$ cat src/hdl/rpb_pkg.sv
// rpb_pkg: shared types, codes and helpers for the rgb555 pixel blender
// no dependencies; used by rpb_chan and rgb555_pixel_blend_top
`timescale 1ns / 1ps
`default_nettype none

package rpb_pkg;

    typedef enum logic [2:0] {
        MODE_COPY  = 3'd0,
        MODE_BGRX  = 3'd1,
        MODE_BGRA  = 3'd2,
        MODE_WHITE = 3'd3,
        MODE_TINT  = 3'd4,
        MODE_FIXED = 3'd5
    } mode_t;

    localparam logic [2:0] REG_MODE        = 3'd0;
    localparam logic [2:0] REG_TINT_PACKED = 3'd1;
    localparam logic [2:0] REG_TINT_ALPHA  = 3'd2;
    localparam logic [2:0] REG_TINT_LINEAR = 3'd3;
    localparam logic [2:0] REG_FIXED_BG    = 3'd4;

    localparam logic [16:0] FULL_ALPHA   = 17'h10000;
    localparam logic [12:0] TINT_OPAQUE  = 13'd4096;
    localparam logic [4:0]  CH_MAX       = 5'd31;
    localparam logic [7:0]  COVER_MAX    = 8'd255;

    localparam logic [14:0] TINT_PACKED_RST = 15'h7FFF;
    localparam logic [38:0] TINT_LINEAR_RST = 39'h40_0200_1000;

    typedef struct packed {
        logic prod_en;
        logic sum_en;
    } stage_en_t;

    function automatic logic [15:0] swap16(input logic [15:0] v);
        return {v[7:0], v[15:8]};
    endfunction

    // floor(a * 65536 / 255) = a * 257 + (a == 255)
    function automatic logic [16:0] cover_alpha(input logic [7:0] a8);
        return (a8 == COVER_MAX) ? FULL_ALPHA : {1'b0, a8, a8};
    endfunction

endpackage

`default_nettype wire

$ cat src/hdl/rpb_chan.sv
// rpb_chan: one color channel of the blend, product stage and sum stage
// depends on rpb_pkg
`timescale 1ns / 1ps
`default_nettype none

module rpb_chan (
    input  wire logic              aclk,
    input  wire rpb_pkg::stage_en_t en,
    input  wire logic              fixed_in,
    input  wire logic [12:0]       d_in,
    input  wire logic [12:0]       f_in,
    input  wire logic [16:0]       inv_in,
    input  wire logic [16:0]       w_in,
    output logic      [4:0]        ch_out
);

    logic [29:0] prod_d_reg;
    logic [29:0] prod_f_reg;
    logic        fixed_reg;
    logic [4:0]  ch_reg;

    logic [30:0] sum_next;
    logic [15:0] shifted_next;
    logic [4:0]  ch_next;

    always_ff @(posedge aclk) begin
        if (en.prod_en) begin
            prod_d_reg <= 30'(d_in) * 30'(inv_in);
            prod_f_reg <= 30'(f_in) * 30'(w_in);
            fixed_reg  <= fixed_in;
        end
    end

    always_comb begin
        sum_next     = 31'(prod_d_reg) + 31'(prod_f_reg);
        shifted_next = fixed_reg ? sum_next[30:15] : {1'b0, sum_next[30:16]};
        if (fixed_reg && (|shifted_next[15:5])) begin
            ch_next = rpb_pkg::CH_MAX;
        end else begin
            ch_next = shifted_next[4:0];
        end
    end

    always_ff @(posedge aclk) begin
        if (en.sum_en) begin
            ch_reg <= ch_next;
        end
    end

    assign ch_out = ch_reg;

endmodule

`default_nettype wire

$ cat src/hdl/rgb555_pixel_blend_top.sv
// rgb555_pixel_blend_top: four-stage pixel blender for byte-swapped 5-5-5 pixels
// each accepted input word passes stages 1 to 4 in turn to its result word, one word per cycle unless m_ready stalls
// stage 2 holds the alpha scale multiply, stage 3 the per-channel multiplies
// reset: synchronous active-low aresetn empties the pipeline, config gets defaults
// depends on rpb_pkg and rpb_chan
`timescale 1ns / 1ps
`default_nettype none

module rgb555_pixel_blend_top (
    input  wire logic        aclk,
    input  wire logic        aresetn,
    input  wire logic        cfg_wr_en,
    input  wire logic [2:0]  cfg_wr_index,
    input  wire logic [38:0] cfg_wr_data,
    input  wire logic        s_valid,
    output logic             s_ready,
    input  wire logic [31:0] s_source_word,
    input  wire logic [15:0] s_destination_pixel,
    output logic             m_valid,
    input  wire logic        m_ready,
    output logic      [15:0] m_result_pixel
);

    // config registers
    logic [2:0]  mode_reg;
    logic [14:0] tint_packed_reg;
    logic [12:0] tint_alpha_reg;
    logic [38:0] tint_linear_reg;
    logic [38:0] fixed_bg_reg;

    always_ff @(posedge aclk) begin
        if (!aresetn) begin
            mode_reg        <= 3'(rpb_pkg::MODE_COPY);
            tint_packed_reg <= rpb_pkg::TINT_PACKED_RST;
            tint_alpha_reg  <= rpb_pkg::TINT_OPAQUE;
            tint_linear_reg <= rpb_pkg::TINT_LINEAR_RST;
            fixed_bg_reg    <= '0;
        end else if (cfg_wr_en) begin
            unique case (cfg_wr_index)
                rpb_pkg::REG_MODE:        mode_reg        <= cfg_wr_data[2:0];
                rpb_pkg::REG_TINT_PACKED: tint_packed_reg <= cfg_wr_data[14:0];
                rpb_pkg::REG_TINT_ALPHA:  tint_alpha_reg  <= cfg_wr_data[12:0];
                rpb_pkg::REG_TINT_LINEAR: tint_linear_reg <= cfg_wr_data;
                rpb_pkg::REG_FIXED_BG:    fixed_bg_reg    <= cfg_wr_data;
                default: begin
                end
            endcase
        end
    end

    // stage handshake
    logic v1_reg, v2_reg, v3_reg, v4_reg;
    logic rdy1, rdy2, rdy3, rdy4;

    assign rdy4    = !v4_reg || m_ready;
    assign rdy3    = !v3_reg || rdy4;
    assign rdy2    = !v2_reg || rdy3;
    assign rdy1    = !v1_reg || rdy2;
    assign s_ready = rdy1;
    assign m_valid = v4_reg;

    always_ff @(posedge aclk) begin
        if (!aresetn) begin
            v1_reg <= 1'b0;
            v2_reg <= 1'b0;
            v3_reg <= 1'b0;
            v4_reg <= 1'b0;
        end else begin
            if (rdy1) v1_reg <= s_valid;
            if (rdy2) v2_reg <= v1_reg;
            if (rdy3) v3_reg <= v2_reg;
            if (rdy4) v4_reg <= v3_reg;
        end
    end

    // stage 1: input capture, coverage, direct results
    logic [2:0]  mode1_reg;
    logic [31:0] src1_reg;
    logic [15:0] back1_reg;
    logic [16:0] cov1_reg;
    logic [15:0] direct1_reg;
    logic        use_dir1_reg;

    logic [16:0] cov1_next;
    logic [15:0] direct1_next;
    logic        use_dir1_next;

    always_comb begin
        if (mode_reg == 3'(rpb_pkg::MODE_BGRA)) begin
            cov1_next = rpb_pkg::cover_alpha(s_source_word[31:24]);
        end else begin
            cov1_next = rpb_pkg::cover_alpha(s_source_word[7:0]);
        end
        unique case (mode_reg)
            3'(rpb_pkg::MODE_COPY): begin
                direct1_next  = s_source_word[15:0];
                use_dir1_next = 1'b1;
            end
            3'(rpb_pkg::MODE_BGRX): begin
                direct1_next  = rpb_pkg::swap16({s_source_word[7:3], s_source_word[15:11],
                                                 1'b0, s_source_word[23:19]});
                use_dir1_next = 1'b1;
            end
            3'(rpb_pkg::MODE_BGRA), 3'(rpb_pkg::MODE_WHITE),
            3'(rpb_pkg::MODE_TINT), 3'(rpb_pkg::MODE_FIXED): begin
                direct1_next  = '0;
                use_dir1_next = 1'b0;
            end
            default: begin
                direct1_next  = '0;
                use_dir1_next = 1'b1;
            end
        endcase
    end

    always_ff @(posedge aclk) begin
        if (rdy1) begin
            mode1_reg    <= mode_reg;
            src1_reg     <= s_source_word;
            back1_reg    <= rpb_pkg::swap16(s_destination_pixel);
            cov1_reg     <= cov1_next;
            direct1_reg  <= direct1_next;
            use_dir1_reg <= use_dir1_next;
        end
    end

    // stage 2: alpha scaling by tint alpha in tint and fixed modes
    logic [2:0]  mode2_reg;
    logic [23:0] src2_reg;
    logic [15:0] back2_reg;
    logic [16:0] a2_reg;
    logic [15:0] direct2_reg;
    logic        use_dir2_reg;

    logic [12:0] tint_alpha_cl;
    logic [16:0] mult_a;
    logic [29:0] prod2;
    logic [16:0] a2_next;

    always_comb begin
        tint_alpha_cl = (tint_alpha_reg > rpb_pkg::TINT_OPAQUE) ? rpb_pkg::TINT_OPAQUE
                                                                : tint_alpha_reg;
        mult_a = (mode1_reg == 3'(rpb_pkg::MODE_FIXED)) ? {9'd0, src1_reg[7:0]} : cov1_reg;
        prod2  = 30'(mult_a) * 30'(tint_alpha_cl);
        if (mode1_reg == 3'(rpb_pkg::MODE_TINT) || mode1_reg == 3'(rpb_pkg::MODE_FIXED)) begin
            a2_next = prod2[28:12];
        end else begin
            a2_next = cov1_reg;
        end
    end

    always_ff @(posedge aclk) begin
        if (rdy2) begin
            mode2_reg    <= mode1_reg;
            src2_reg     <= src1_reg[23:0];
            back2_reg    <= back1_reg;
            a2_reg       <= a2_next;
            direct2_reg  <= direct1_reg;
            use_dir2_reg <= use_dir1_reg;
        end
    end

    // stage 3 operands, stages 3 and 4 in the channel units
    logic        fixed2;
    logic [16:0] inv2;
    logic [16:0] w2;
    logic [12:0] d_r, d_g, d_b;
    logic [12:0] f_r, f_g, f_b;

    always_comb begin
        fixed2 = (mode2_reg == 3'(rpb_pkg::MODE_FIXED));
        inv2   = fixed2 ? 17'(rpb_pkg::COVER_MAX - a2_reg[7:0]) : rpb_pkg::FULL_ALPHA - a2_reg;
        w2     = (mode2_reg == 3'(rpb_pkg::MODE_BGRA)) ? {3'd0, a2_reg[16:3]} : a2_reg;
        if (fixed2) begin
            d_r = fixed_bg_reg[38:26];
            d_g = fixed_bg_reg[25:13];
            d_b = fixed_bg_reg[12:0];
        end else begin
            d_r = {8'd0, back2_reg[4:0]};
            d_g = {8'd0, back2_reg[10:6]};
            d_b = {8'd0, back2_reg[15:11]};
        end
        unique case (mode2_reg)
            3'(rpb_pkg::MODE_BGRA): begin
                f_r = {5'd0, src2_reg[23:16]};
                f_g = {5'd0, src2_reg[15:8]};
                f_b = {5'd0, src2_reg[7:0]};
            end
            3'(rpb_pkg::MODE_WHITE): begin
                f_r = {8'd0, rpb_pkg::CH_MAX};
                f_g = {8'd0, rpb_pkg::CH_MAX};
                f_b = {8'd0, rpb_pkg::CH_MAX};
            end
            3'(rpb_pkg::MODE_TINT): begin
                f_r = {8'd0, tint_packed_reg[14:10]};
                f_g = {8'd0, tint_packed_reg[9:5]};
                f_b = {8'd0, tint_packed_reg[4:0]};
            end
            3'(rpb_pkg::MODE_FIXED): begin
                f_r = tint_linear_reg[38:26];
                f_g = tint_linear_reg[25:13];
                f_b = tint_linear_reg[12:0];
            end
            default: begin
                f_r = '0;
                f_g = '0;
                f_b = '0;
            end
        endcase
    end

    rpb_pkg::stage_en_t chan_en;
    assign chan_en.prod_en = rdy3;
    assign chan_en.sum_en  = rdy4;

    logic [4:0] ch_r, ch_g, ch_b;

    rpb_chan u_chan_r (
        .aclk     (aclk),
        .en       (chan_en),
        .fixed_in (fixed2),
        .d_in     (d_r),
        .f_in     (f_r),
        .inv_in   (inv2),
        .w_in     (w2),
        .ch_out   (ch_r)
    );

    rpb_chan u_chan_g (
        .aclk     (aclk),
        .en       (chan_en),
        .fixed_in (fixed2),
        .d_in     (d_g),
        .f_in     (f_g),
        .inv_in   (inv2),
        .w_in     (w2),
        .ch_out   (ch_g)
    );

    rpb_chan u_chan_b (
        .aclk     (aclk),
        .en       (chan_en),
        .fixed_in (fixed2),
        .d_in     (d_b),
        .f_in     (f_b),
        .inv_in   (inv2),
        .w_in     (w2),
        .ch_out   (ch_b)
    );

    logic [15:0] direct3_reg, direct4_reg;
    logic        use_dir3_reg, use_dir4_reg;

    always_ff @(posedge aclk) begin
        if (rdy3) begin
            direct3_reg  <= direct2_reg;
            use_dir3_reg <= use_dir2_reg;
        end
        if (rdy4) begin
            direct4_reg  <= direct3_reg;
            use_dir4_reg <= use_dir3_reg;
        end
    end

    assign m_result_pixel = use_dir4_reg ? direct4_reg
                                         : rpb_pkg::swap16({ch_b, ch_g, 1'b0, ch_r});

    // checks
    a_stall_only_when_blocked: assert property (@(posedge aclk) disable iff (!aresetn)
        !s_ready |-> (m_valid && !m_ready))
        else $error("input stalled while output not blocked");

    a_alpha_range: assert property (@(posedge aclk) disable iff (!aresetn)
        v2_reg |-> (a2_reg <= rpb_pkg::FULL_ALPHA))
        else $error("scaled alpha above full");

    a_fixed_alpha_range: assert property (@(posedge aclk) disable iff (!aresetn)
        (v2_reg && fixed2) |-> (a2_reg <= 17'(rpb_pkg::COVER_MAX)))
        else $error("fixed blend alpha above 255");

    a_reset_empties: assert property (@(posedge aclk)
        !aresetn |=> (!m_valid && s_ready))
        else $error("pipeline not empty after reset");

endmodule

`default_nettype wire

$ cat config.mk
export PLATFORM = sky130hd
export DESIGN_NAME = rgb555_pixel_blend_top
export DESIGN_NICKNAME = d
export VERILOG_FILES = /design/src/hdl/rpb_pkg.sv /design/src/hdl/rpb_chan.sv /design/src/hdl/rgb555_pixel_blend_top.sv
export SDC_FILE = /design/constraint.sdc
export NUM_CORES = 2
export LEC_CHECK = 0
export BUFFER_PORTS_ARGS = -buffer_cell sky130_fd_sc_hd__buf_2
export CAP_MARGIN = 0
export CELL_PAD_IN_SITES_DETAIL_PLACEMENT = 0
export CELL_PAD_IN_SITES_GLOBAL_PLACEMENT = 1
export CORE_MARGIN = 4
export CORE_UTILIZATION = 48
export CTS_BUF_LIST = sky130_fd_sc_hd__clkbuf_8
export DETAILED_ROUTE_END_ITERATION = 7
export HOLD_SLACK_MARGIN = 0.12
export PLACE_DENSITY_LB_ADDON = 0.1
export SLEW_MARGIN = 0
export SYNTH_ARGS = -nofsm -noshare
export SYNTH_HDL_FRONTEND = slang
export SYNTH_HIERARCHICAL = 1
export SYNTH_SLANG_ARGS = --single-unit
$ cat constraint.sdc
create_clock -name aclk -period 7.55 [get_ports aclk]
set_clock_uncertainty 0.2 [all_clocks]
set_input_delay 1.1325 -clock aclk [delete_from_list [all_inputs] [get_ports aclk]]
set_output_delay 1.1325 -clock aclk [all_outputs]
set_load 0.005 [all_outputs]
# After elaboration in Yosys (flattened, before gate mapping)
# Index checks and enable logic that the tools add are counted.
# classes
add_sub_neg,5
n_mul,7
order_cmp,1
eq_ne,17
mux,20
reduce_logical,23
# ops
cell,n
$mul 13x17->30,6
$pmux 13 s4,3
$mux 17,7
$add 30x30->31,3
$mux 16,4
$mux 13,4
$reduce_or 11->1,3
$pmux 16 s2,1
$mul 17x13->29,1
$eq 3x3->1 const B,7
$eq 3x2->1 const B,6
$sub 17x17->17 const A,1
$eq 8x8->1 const B,2
$gt 13x13->1 const B,1
$reduce_and 2->1,5
$sub 8x8->9 const A,1
$eq 3x1->1 const B,2
$logic_not 3->1,2
$logic_or 1x1->1,5
$logic_not 1->1,4
$reduce_or 4->1,1
$logic_and 1x1->1,3
$mux 1,1
# word_totals
reg_bits,497
output_inout_bits,18
elab_cells,108

# Longest topological paths before layout
# depth
word_depth,5
depth_mapped,31
mapped_depth_nobuf,28

# Hierarchy
# The synthesis kept the hierarchy.
# by_module_without_submodules
module,instances,cells_each,area_each_um2,seq_area_each_um2
rgb555_pixel_blend_top,1,1924,18834.3,7607.3
rpb_chan (u_chan_b),1,1973,17869.6,1981.9
rpb_chan (u_chan_g),1,1918,17460.5,1981.9
rpb_chan (u_chan_r),1,1879,17209.0,1981.9

# Least setup slack after synthesis
# OpenSTA, ideal clock, no wires.
# synth_path
kind,reg2reg
start,reg a2_reg[6]
end,reg u_chan_g.prod_d_reg[27] (data pin)
setup_time_ns,0.258
t_arrival_ns,7.088
t_required_ns,7.092
slack_ns,0.004
stages_incl_launch_ff,26
n_path_buf,1
cell_sequence,edfxtp_1 or4_1 nor3_1 nand2_1 and2_1 nor3_1 clkbuf_1 nand2_1 fa_1 fa_1 inv_1 fa_1 fa_1 inv_1 fa_1 inv_1 ha_1 nor2b_1 a311o_1 a21o_1 a221o_1 a211o_1 a41o_1 a21o_1 a21oi_1 xnor2_1
# synth_via
elab_chain_len,3
word_cells_on_any_way,4
cone_classes,add/sub (2); mul (1); mux (1)
# synth_lines
element,line_no,text
start: declaration,rgb555_pixel_blend_top.sv:131,logic [16:0] a2_reg;
start signal: assignment,rgb555_pixel_blend_top.sv:157,a2_reg <= a2_next;
$sub 17x17->17 / $sub 8x8->9 (equally long branches),rgb555_pixel_blend_top.sv:172,inv2 = fixed2 ? 17'(rpb_pkg::COVER_MAX - a2_reg[7:0]) : rpb_pkg::FULL_ALPHA - a2_reg;
$mux 17 *,rgb555_pixel_blend_top.sv:172,
via inv2[9],rgb555_pixel_blend_top.sv:165,logic [16:0] inv2;
$mul 13x17->30 *,rpb_chan.sv:28,prod_d_reg <= 30'(d_in) * 30'(inv_in);
end signal: assignment,rpb_chan.sv:28,
end: declaration,rpb_chan.sv:17,logic [29:0] prod_d_reg;
# Mark *: on every way through the listed nets, which the timed path passes. The rest lies on a longest branch.
# A chain may end at the register's enable or synchronous reset.

# Worst setup path in the final report
# Same ends and word-level chain as after synthesis.

==> flow_metrics.env <==
export IMPL_rows=141
export IMPL_slew_viol_final=0
export IMPL_clk_pin_slew_worst_paths_ns=0.07
export IMPL_dr_pass1_iters=6
export IMPL_ant_nets=0
export IMPL_clockBufferDepth=3
export IMPL_synth_edff_count=376
export IMPL_worstPathArrival_ns=7.90
export IMPL_cts_inserted_buffers=90
export IMPL_ys_seq_elements=489
export IMPL_instances_no_fill=10100
export IMPL_power_per_cell_area_nw_per_um2=143
export IMPL_rrSetupSlack_ns=0.03
export IMPL_cpMostUsedCell="fa_1"
export IMPL_peakVddDrop_mv=0.144
export IMPL_critPathKind="reg2reg"
export IMPL_portBuffers=111
export IMPL_synth_largest_area_cell="fa_1"
export IMPL_core_area_um2=148000
export IMPL_ctsHoldBuffers=0
export IMPL_grt_overflow=0
export IMPL_vias=53000
export IMPL_place_inst=9882
export IMPL_dp_slack_ns=-0.362
export IMPL_critical_path_max_stage_delay_ns=0.57
export IMPL_synth_warning_count=6
export IMPL_place_gp_congestion=0.912
export IMPL_hold_depth=0
export IMPL_p_leak_nw=39.8
export IMPL_finalHoldViolCount=0
export IMPL_setup_viol=0
export IMPL_drive_gt1_share_pct=10.9
export IMPL_cts_htree_levels=3
export IMPL_synthCells=7694
export IMPL_hold_class="reg2reg"
export IMPL_clock_latency_ns=0.82
export IMPL_finalCritPeriodShare_pct=99.6
export IMPL_fill_cells=13700
export IMPL_period_minus_slack_ns=7.52
export IMPL_grt_usage_pct=27.4
export IMPL_syn_nets=9548
export IMPL_total_power_w=0.0114
export IMPL_status="complete, no violations"
export IMPL_cts_sinks=489
export IMPL_areaGrowthSynthToFinish_pct=11.5
export IMPL_crit_slowest_cell="or4_4"
export IMPL_timing_rr_start="a2_reg[6]"
export IMPL_drt_total_wl_um=210000
export IMPL_relSlewSlack_pct=22.6
export IMPL_synth_cell_type_count=118
export IMPL_critPathMaxFanout=5
export IMPL_die_h_um=394
export IMPL_wl_per_cell_um=20.8
export IMPL_antenna_found_initial=15
export IMPL_synth_async_reset_ratio_pct=0
export IMPL_fp_dieW_um=394
export IMPL_tightest_slew_ns=1.16
export IMPL_netlist_top_cells_area="fa_1, edfxtp_1, ha_1"
export IMPL_synth_top_flop_cell="edfxtp_1"
export IMPL_dieArea_um2=155000
export IMPL_fin_ws_ns=0.0308
export IMPL_dr_first_iter_drc_count=3102
export IMPL_pin_count=113
export IMPL_reg2reg_to="u_chan_g/prod_d_reg[27]"
export IMPL_dp_hpwl_um=172000
export IMPL_fin_nets=9903
export IMPL_routed_via_density=5.26
export IMPL_maxCapViolCount=0
export IMPL_worstHoldEndpoint="src2_reg[22]"
export IMPL_rsz0062_at_grt="yes"
export IMPL_cts_tree="built"
export IMPL_initial_utilization_pct=48.3
export IMPL_avgSynthCellArea_um2=9.28
export IMPL_grt_pass1_wl_um=327000
export IMPL_synth_top_area_share_pct=32.3
export IMPL_worstSetupEndpointType="flip-flop"
export IMPL_grt_max_degree=137
export IMPL_crit_required_ns=7.93
export IMPL_netlist_area_um2=71400
export IMPL_clock_root_buffer="clkbuf_8"
export IMPL_drc_errors=0
export IMPL_min_from="src1_reg[22]"
export IMPL_r2r_cells=28
export IMPL_timing_fmax_mhz=133
export IMPL_seq_area_frac_synth_pct=19.0
export IMPL_worst_setup_path_start_kind="flip-flop"
export IMPL_grt_pass1_vias=56400
==> cell usage in the layout (no fill, tap or decap), types with 35 or more instances in the layout <==
| cell | instances |
|---|---|
| and2_1 | 694 |
| buf_2 | 110 |
| nand3_1 | 65 |
| o21ai_0 | 81 |
| fa_1 | 1153 |
| nor2b_1 | 44 |
| xnor2_1 | 120 |
| a21o_1 | 94 |
| nand2b_1 | 39 |
| a21boi_0 | 89 |
| edfxtp_1 | 376 |
| dfxtp_1 | 113 |
| inv_1 | 1633 |
| clkbuf_8 | 98 |
| xor2_1 | 64 |
| o21bai_1 | 35 |
| ha_1 | 596 |
| nor3_1 | 44 |
| nor2_1 | 217 |
| mux2i_1 | 35 |
| nand2_1 | 1206 |
| buf_4 | 401 |
| a21oi_1 | 180 |
| buf_12 | 35 |
==> critical path, delay by kind of cell (launching register included) <==
kind | cells | cell delay, ns
buf+inv | 6 | 0.50
xor+xnor | 2 | 0.22
fa+ha+maj | 6 | 2.74
simple gates | 7 | 1.42
compound gates | 7 | 1.85
flops | 1 | 0.38
==> worst max-delay path by stage <==
stage	to	startpoint	slack (ns)	cells after the start
after floorplan	u_chan_g/prod_d_reg[27]	a2_reg[6]	0.004	25
after global placement	u_chan_g/prod_d_reg[28]	a2_reg[6]	-0.40	28
after detailed placement	u_chan_g/prod_d_reg[28]	a2_reg[6]	-0.36	28
after CTS	u_chan_g/prod_d_reg[27]	a2_reg[3]	0.01	28
after global routing	u_chan_g/prod_d_reg[27]	a2_reg[6]	-0.18	29
final	u_chan_g/prod_d_reg[27]	a2_reg[6]	0.03	28
==> repair_timing <==
item,CTS,global route
resized for setup,26,85
setup endpoints to repair,25,31
setup buffers,2,4
hold endpoints to repair,0,0
pin swaps,25,46
==> routing by layer <==
layer / up-vias / global-route usage [%] / part of all wire (%)
met5: - / 0 / 0.019
met4: 6 / 8.56 / 3.6
met3: 297 / 5.11 / 6.0
met2: 1330 / 46.1 / 48
met1: 26800 / 35.9 / 43
li1: 24600 / - / -
==> logic make-up after synthesis <==
logic type               synth area share, %
AO/OA/AOI/OAI                           7.85
XOR/XNOR                                2.38
adder cells (fa/ha/maj)                 43.0
buffers and inverters                   10.0
flip-flops                              19.0
multiplexers                           0.999
AND/OR/NAND/NOR                         16.8
==> metrics by stage <==
step           instance area, µm²  util (%)  TNS, ns  hold slack [ns]
4_1_cts                     79100      53.6        0            0.211
2_1_floorplan               71400         -        0            0.200
6_report                    79600      53.9        0            0.210
3_5_place_dp                77200      52.3    -3.46            0.205
3_3_place_gp                77200      52.3    -4.11            0.201
5_1_grt                     79600      53.9   -0.688            0.213
==> cells in the mapped netlist (9+ instances only) <==
library cell  number
a2111oi_0          9
a211o_1           13
a211oi_1          24
a21boi_0          89
a21o_1            94
a21oi_1          189
a22o_1            18
a31oi_1           33
and2_1           698
and3_1            30
clkbuf_1         286
dfxtp_1          113
edfxtp_1         376
fa_1            1153
ha_1             606
inv_1           1601
mux2_2            28
mux2i_1           35
nand2_1         1211
nand2b_1          39
nand3_1           69
nand4_1           29
nor2_1           226
nor2b_1           47
nor3_1            49
o211ai_1          15
o21a_1            21
o21ai_0           90
o21ai_1           28
o21bai_1          36
o22ai_1           18
or2_2             14
or3_1              9
xnor2_1          127
xor2_1            67
==> report_power, final <==
group | internal [W] | leakage, nW | total (W) | switching, W
Combinational | 0.00215 | 33.6 | 0.00522 | 0.00307
Clock | 0.00138 | 1.08 | 0.00263 | 0.00125
Sequential | 0.00336 | 5.12 | 0.00354 | 0.000183
==> cell type report <==
type                            instances  area [µm²]  share of cell area (%)
Antenna cell                           12        30.0                  0.0377
Clock buffer                           98        1350                    1.69
Clock inverter                         70         477                   0.599
Inverter                             1602        6020                    7.56
Multi-Input combinational cell       5306       51300                    64.5
Sequential cell                       489       13600                    17.0
Tap cell                             1930        2410                    3.03
Timing Repair Buffer                  560        4420                    5.55
Power figures use the tool's default switching activity.
